File: config.mk
export PLATFORM = sky130hd
export DESIGN_NAME = sab_out_fifo
export DESIGN_NICKNAME = d
export VERILOG_FILES = /design/src/rtl/sab_pkg.sv /design/src/rtl/sab_out_fifo.sv
export SDC_FILE = /design/constraint.sdc
export NUM_CORES = 1
export LEC_CHECK = 0
export BUFFER_PORTS_ARGS = -buffer_cell sky130_fd_sc_hd__buf_2
export CAP_MARGIN = 40
export CELL_PAD_IN_SITES_DETAIL_PLACEMENT = 1
export CELL_PAD_IN_SITES_GLOBAL_PLACEMENT = 2
export CORE_AREA = 8 8 124 126
export CTS_CLUSTER_SIZE = 25
export DETAILED_ROUTE_END_ITERATION = 8
export DIE_AREA = 0 0 132 134
export GPL_TIMING_DRIVEN = 0
export PLACE_DENSITY_LB_ADDON = 0.15
export SKIP_CTS_REPAIR_TIMING = 1
export SYNTH_ARGS = -nofsm -noshare
export SYNTH_HDL_FRONTEND = slang
export SYNTH_SLANG_ARGS = --single-unit
File: constraint.sdc
create_clock -name clk -period 2.7 [get_ports clk]
set_input_delay 0.675 -clock clk [delete_from_list [all_inputs] [get_ports clk]]
set_output_delay 0.675 -clock clk [all_outputs]
set_load 0.005 [all_outputs]
File: src/rtl/sab_pkg.sv
`timescale 1ns / 1ps
// Shared types and constants for the superpixel adjacency builder.
// No dependencies; every other file in rtl/ imports this package.
package sab_pkg;

	// Fixed field widths.
	localparam int LBL_W = 8;
	localparam int CFG_W = 10;
	localparam int CNT_W = 16;

	// Parameter defaults.
	localparam int DEF_LABEL_COUNT = 256;
	localparam int DEF_MAX_WIDTH   = 512;
	localparam int DEF_MAX_HEIGHT  = 512;

	// Configuration register indexes and reset values.
	localparam int CFG_IDX_W = 1;
	localparam logic [CFG_IDX_W-1:0] REG_FRAME_WIDTH  = 1'd0;
	localparam logic [CFG_IDX_W-1:0] REG_FRAME_HEIGHT = 1'd1;
	localparam logic [CFG_W-1:0]     FRAME_SIZE_RST   = 10'd512;

	// Saturation value of the pair counter.
	localparam logic [CNT_W-1:0] CNT_MAX = 16'hFFFF;

	// Result queue sizing.
	localparam int OUT_DEPTH  = 4;
	localparam int OUT_PTR_W  = $clog2(OUT_DEPTH);
	localparam int OUT_FILL_W = $clog2(OUT_DEPTH + 1);

	// Lookup slots of one pixel, in result order.
	localparam int NSLOT     = 7;
	localparam int NPAIRSLOT = 6;
	localparam int SLOT_W    = 3;
	localparam logic [SLOT_W-1:0] SLOT_LEFT     = 3'd0;
	localparam logic [SLOT_W-1:0] SLOT_UPLEFT   = 3'd1;
	localparam logic [SLOT_W-1:0] SLOT_UP       = 3'd2;
	localparam logic [SLOT_W-1:0] SLOT_UPRIGHT  = 3'd3;
	localparam logic [SLOT_W-1:0] SLOT_FIRSTROW = 3'd4;
	localparam logic [SLOT_W-1:0] SLOT_COLWRAP  = 3'd5;
	localparam logic [SLOT_W-1:0] SLOT_DONE     = 3'd6;

	// One lookup request from the scan stage to the pair table.
	typedef struct packed {
		logic             valid;
		logic [LBL_W-1:0] lo;
		logic [LBL_W-1:0] hi;
		logic             done;
	} pair_req_t;

	// One result item.
	typedef struct packed {
		logic [LBL_W-1:0] pair_low;
		logic [LBL_W-1:0] pair_high;
		logic             frame_done;
		logic [CNT_W-1:0] pair_count;
	} result_t;

endpackage

File: src/rtl/sab_out_fifo.sv
`timescale 1ns / 1ps
// Small result queue between the pair table and the result channel.
// Uses sab_pkg for the result type and queue sizing.
module sab_out_fifo (
	input  logic                          clk,
	input  logic                          arst_n,
	input  logic                          push,
	input  sab_pkg::result_t              push_data,
	output logic [sab_pkg::OUT_FILL_W-1:0] fill,
	output logic                          result_valid,
	input  logic                          result_ready,
	output sab_pkg::result_t              head
);
	import sab_pkg::*;

	result_t              slots_q [OUT_DEPTH];
	logic [OUT_PTR_W-1:0] wr_ptr_q;
	logic [OUT_PTR_W-1:0] rd_ptr_q;
	logic [OUT_FILL_W-1:0] fill_q;
	logic                 pop;

	assign result_valid = (fill_q != '0);
	assign pop          = result_valid && result_ready;
	assign head         = slots_q[rd_ptr_q];
	assign fill         = fill_q;

	// Storage; the issue credit guarantees room on every push.
	always_ff @(posedge clk) begin
		if (push) begin
			slots_q[wr_ptr_q] <= push_data;
		end
	end

	// Pointers and fill count.
	always_ff @(posedge clk or negedge arst_n) begin
		if (!arst_n) begin
			wr_ptr_q <= '0;
			rd_ptr_q <= '0;
			fill_q   <= '0;
		end else begin
			if (push) begin
				wr_ptr_q <= wr_ptr_q + OUT_PTR_W'(1);
			end
			if (pop) begin
				rd_ptr_q <= rd_ptr_q + OUT_PTR_W'(1);
			end
			if (push && !pop) begin
				fill_q <= fill_q + OUT_FILL_W'(1);
			end else if (pop && !push) begin
				fill_q <= fill_q - OUT_FILL_W'(1);
			end
		end
	end

endmodule

=== Yosys cells after proc, flatten, opt, wreduce, memory -nomap -nowiden ===
Memories as Yosys holds them, arrays and structs flattened.
Cells that the tools add are included.

* $add $sub $neg: 4
* Muxes and demuxes: 4
* Reductions and logical operators: 7

{| class="wikitable"
|+ Operator list
! operator !! number
|-
| $mux W3 || 2
|-
| $add A2 B1 Y2 const B || 2
|-
| $add A3 B1 Y3 const B || 1
|-
| $logic_and A1 B1 Y1 || 3
|-
| $reduce_bool A3 Y1 || 1
|-
| $sub A3 B1 Y3 const B || 1
|-
| $logic_not A1 Y1 || 2
|-
| $mux W1 || 2
|-
| $reduce_bool A2 Y1 || 1
|}

* Register bits: 7
* Bits in writable memories: 132
* Output and inout port bits: 37
* Logic and storage cells: 19
* Memories: 1

{| class="wikitable"
|+ Memories
! memory !! words !! width !! rd ports !! clocked after Yosys merged registers in !! write ports !! line !! source
|-
| slots_q || 4 || 33 || 1 || 0 || 1 || sab_out_fifo.sv:16 || <nowiki>result_t slots_q [OUT_DEPTH];</nowiki>
|}

=== Depth between registers and ports, before layout ===
* Depth after elaboration: 5
* Gate-level depth with buffers: 8
* Gate-level depth less buffers: 8

=== Worst setup path after synthesis ===
No wires, ideal clock.

* Path kind: reg-to-reg
* From: register fill_q[0], in the netlist fill[0]
* To: register fill_q[2], in the netlist fill[2]
* Setup time: 0.079 ns
* Arrival time: 1.949 ns
* Required time: 2.621 ns
* Setup slack: 0.671 ns
* Cell stages (with the launch flop): 9
* Path buffers: 0
* Period minus slack after synthesis: 2.029 ns
* Cell sequence: dfrtp_1 > or3_1 > nand2_1 > ha_1 > inv_1 > fa_1 > xor2_1 > nor2_1 > xor2_1

* Longest elaborated chain between the ends: 5

{| class="wikitable"
|+ RTL lines
! what !! line !! source
|-
| from (decl) || sab_out_fifo.sv:19 || <nowiki>logic [OUT_FILL_W-1:0] fill_q;</nowiki>
|-
| from (signal assigned) || sab_out_fifo.sv:48 || <nowiki>fill_q <= fill_q + OUT_FILL_W'(1);</nowiki>
|-
| from (signal assigned) || sab_out_fifo.sv:50 || <nowiki>fill_q <= fill_q - OUT_FILL_W'(1);</nowiki>
|-
| $reduce_bool A3 Y1 (*) || sab_out_fifo.sv:22 || <nowiki>assign result_valid = (fill_q != '0);</nowiki>
|-
| net result_valid || sab_out_fifo.sv:10 || <nowiki>output logic result_valid,</nowiki>
|-
| $logic_and A1 B1 Y1 (*) || sab_out_fifo.sv:23 || <nowiki>assign pop = result_valid && result_ready;</nowiki>
|-
| $logic_not A1 Y1 || sab_out_fifo.sv:47 || <nowiki>if (push && !pop) begin</nowiki>
|-
| $logic_and A1 B1 Y1 || sab_out_fifo.sv:47 ||
|-
| $mux W3 or $reduce_bool A2 Y1 (tied branches) || - ||
|}

Mark *: on every way through the listed nets, which the timed path passes. The rest lies on a longest branch. The select of a mux whose other input is x is not followed.
A chain may end at the register's enable or synchronous reset.

==> out/qor.yml <==
postLayoutCoreUtil_pct: 48.08
hold_class: "input port to async pin"
wl_per_cell_um: 20.01
num_vias: 2377
die-area_mm2: 0.01769
drive_gt1_share_pct: 46.67
fin_area_mm2: 0.006492
final.period_utilization_pct: 90.22
ios: 74
power.density_mw_per_mm2: 1121
layout_setup_ws_ns: 0.2640
netlist_instances: 206
clockBufferDepth: 2
rows: 43
drc: 0
grt_max_degree: 26
synth_edf_count: 132
hpwl_mm: 6.405
drt-vias-per-instance: 4.802
dpl.cell_count: 463
hold_violations: 0
r2r.worst_path.cells: 8
fillers: 1261
io_buffers: 73
dpl_cell_area_mm2: 0.005886
diodes: 0
tns_ns: 0
status: "finished clean"
ir_worst_vdd_uv: 548.8
yosys_most_used_dff: "edfxtp_1"
yosysSeqAreaShare_pct: 79.56
synth_most_common_cell: "edfxtp_1"
initial_utilization_pct: 38.52
grtUsageTotal_pct: 11.76
slew_headroom_pct: 65.62
area_delta_synth_final_pct: 24.80
drt_pass1_iterations: 4
synth_top_area_share_pct: 76.19
tritoncts: "yes"
cts_made_buffers: 17
cp_max_fo: 10
grt-ovfl-total: 0
tightest_slew_ns: 0.5158
yosys.area.top_type: "edfxtp_1"
drv_cap: 0
synth.distinct_cells: 19
power_mw: 7.281
postRouteAntennaNets: 0
drtIter0Drc: 122
syn_avg_cell_area_um2: 25.25
crit_required_ns: 2.03
finalWeightedCongestion: 0.6167
clkSinkCount: 139
path_class: "flip-flop to output port"
regToRegEndpoint: "fill[2]"
fp.dieH_um: 134
leakage_nw: 2.306
period_minus_slack_ns: 2.436
grt_pass1_wl_mm: 15.35
crit_arrival_ns: 1.76
r2r-start: "fill[0]"
fin_nets: 345
syn-num-nets: 249
synthArstFlopShare_pct: 5.036
cp-end-kind: "output port"
yosys_register_bits: 139
clock_latency_ns: 0.41
wl_mm: 9.905
clockRootBuffer: "clkbuf_16"
rsz0062_at_grt: "false"
max_freq_mhz: 410.5
grt_pass1_vias: 2702
antenna_found_initial: 0
startpoint_type: "flip-flop"
yosys-top-cells-area: "edfxtp_1 76%, mux4_2 12%, dfrtp_1 3.4%"
post-place-ws_ns: 0.5612
clk_pin_slew_ns: 0.05
yosys_warnings: 0
die_w_um: 132
slew_violations: 0
finalSetupViolations: 0
netlist_area_mm2: 0.005202
synth_common_cells: "132 x edfxtp_1, 28 x mux4_2, 7 x dfrtp_1, 5 x ha_1, 5 x mux4_1"
htree_levels: 4
timing.reg2reg.setup_slack_ns: 0.57
fp.coreArea_mm2: 0.01350
fin_cells: 495
finalClockSkew_ns: 0.005080
hold_slack_ns: 0.09156
power by group:
part	total (mW)	internal [mW]	switching (mW)	leakage [nW]
Combinational	1.97	1.02	0.946	0.713
Sequential	2.95	2.83	0.115	1.29
Clock	2.37	1.53	0.834	0.298
Total	7.28	5.38	1.90	2.31
critical path, cell delays in order (launching register included):
cell and delay (ns):
dfrtp_1 0.33, buf_6 0.18, buf_12 0.17, mux4_2 0.53, buf_2 0.15
cells in the final DEF (no fill, tap or decap), drive strengths merged, types with 2 or more instances in the layout:
| cell type | count |
|---|---|
| inv | 3 |
| nand2 | 2 |
| xnor2 | 3 |
| bufinv | 4 |
| xor2 | 3 |
| dfrtp | 7 |
| clkbuf | 18 |
| buf | 85 |
| ha | 5 |
| edfxtp | 132 |
| mux4 | 33 |
| clkinv | 9 |
| and2 | 4 |
layer usage:
layer	track usage [%]	up-vias	wire length (um)
met1	13.47	1254	4122
met3	4.450	11	481
met4	4.786	0	99
met2	19.56	55	5201
li1	-	1057	-
met5	0	-	0
flip-flops by register name, indices dropped and copies added (netlist names):
name and count:
rd_ptr_q 2, slots_q 132, fill 3, wr_ptr_q 2
logic make-up (layout without fill, tap and decap cells):
kind of cell / after synthesis / in the layout / synth area share (%)
xor+xnor: 6 / 6 / 1.010
simple gates: 9 / 9 / 0.9138
fa+ha+maj: 6 / 6 / 1.587
buf+inv: 11 / 120 / 1.972
flops: 139 / 139 / 79.56
mux: 34 / 34 / 14.86
compound gates: 1 / 1 / 0.09611
worst max-delay path by stage:
stage | from | slack, ns | depth (start not counted) | to
global route | rd_ptr_q[1] | 0.15 | 4 | head[15]
floorplan | fill[0] | 0.67 | 8 | fill[2]
detailed placement | fill[0] | 0.56 | 8 | fill[2]
global placement | push | -0.13 | 2 | slots_q[0][25]
CTS | rd_ptr_q[1] | 0.20 | 4 | head[15]
finish | rd_ptr_q[0] | 0.26 | 4 | head[13]
area by class of cell:
cell class / instances / area (um^2) / area share [%]
inverter: 3 / 11.26 / 0.1734
timing repair buffer: 77 / 452.9 / 6.976
sequential: 139 / 4139 / 63.75
clock buffer: 18 / 429.2 / 6.610
tap: 180 / 225.2 / 3.469
multi-input combinational: 56 / 965.9 / 14.88
clock inverter: 14 / 177.7 / 2.737
buffer: 8 / 91.34 / 1.407
Power figures use the tool's default switching activity.
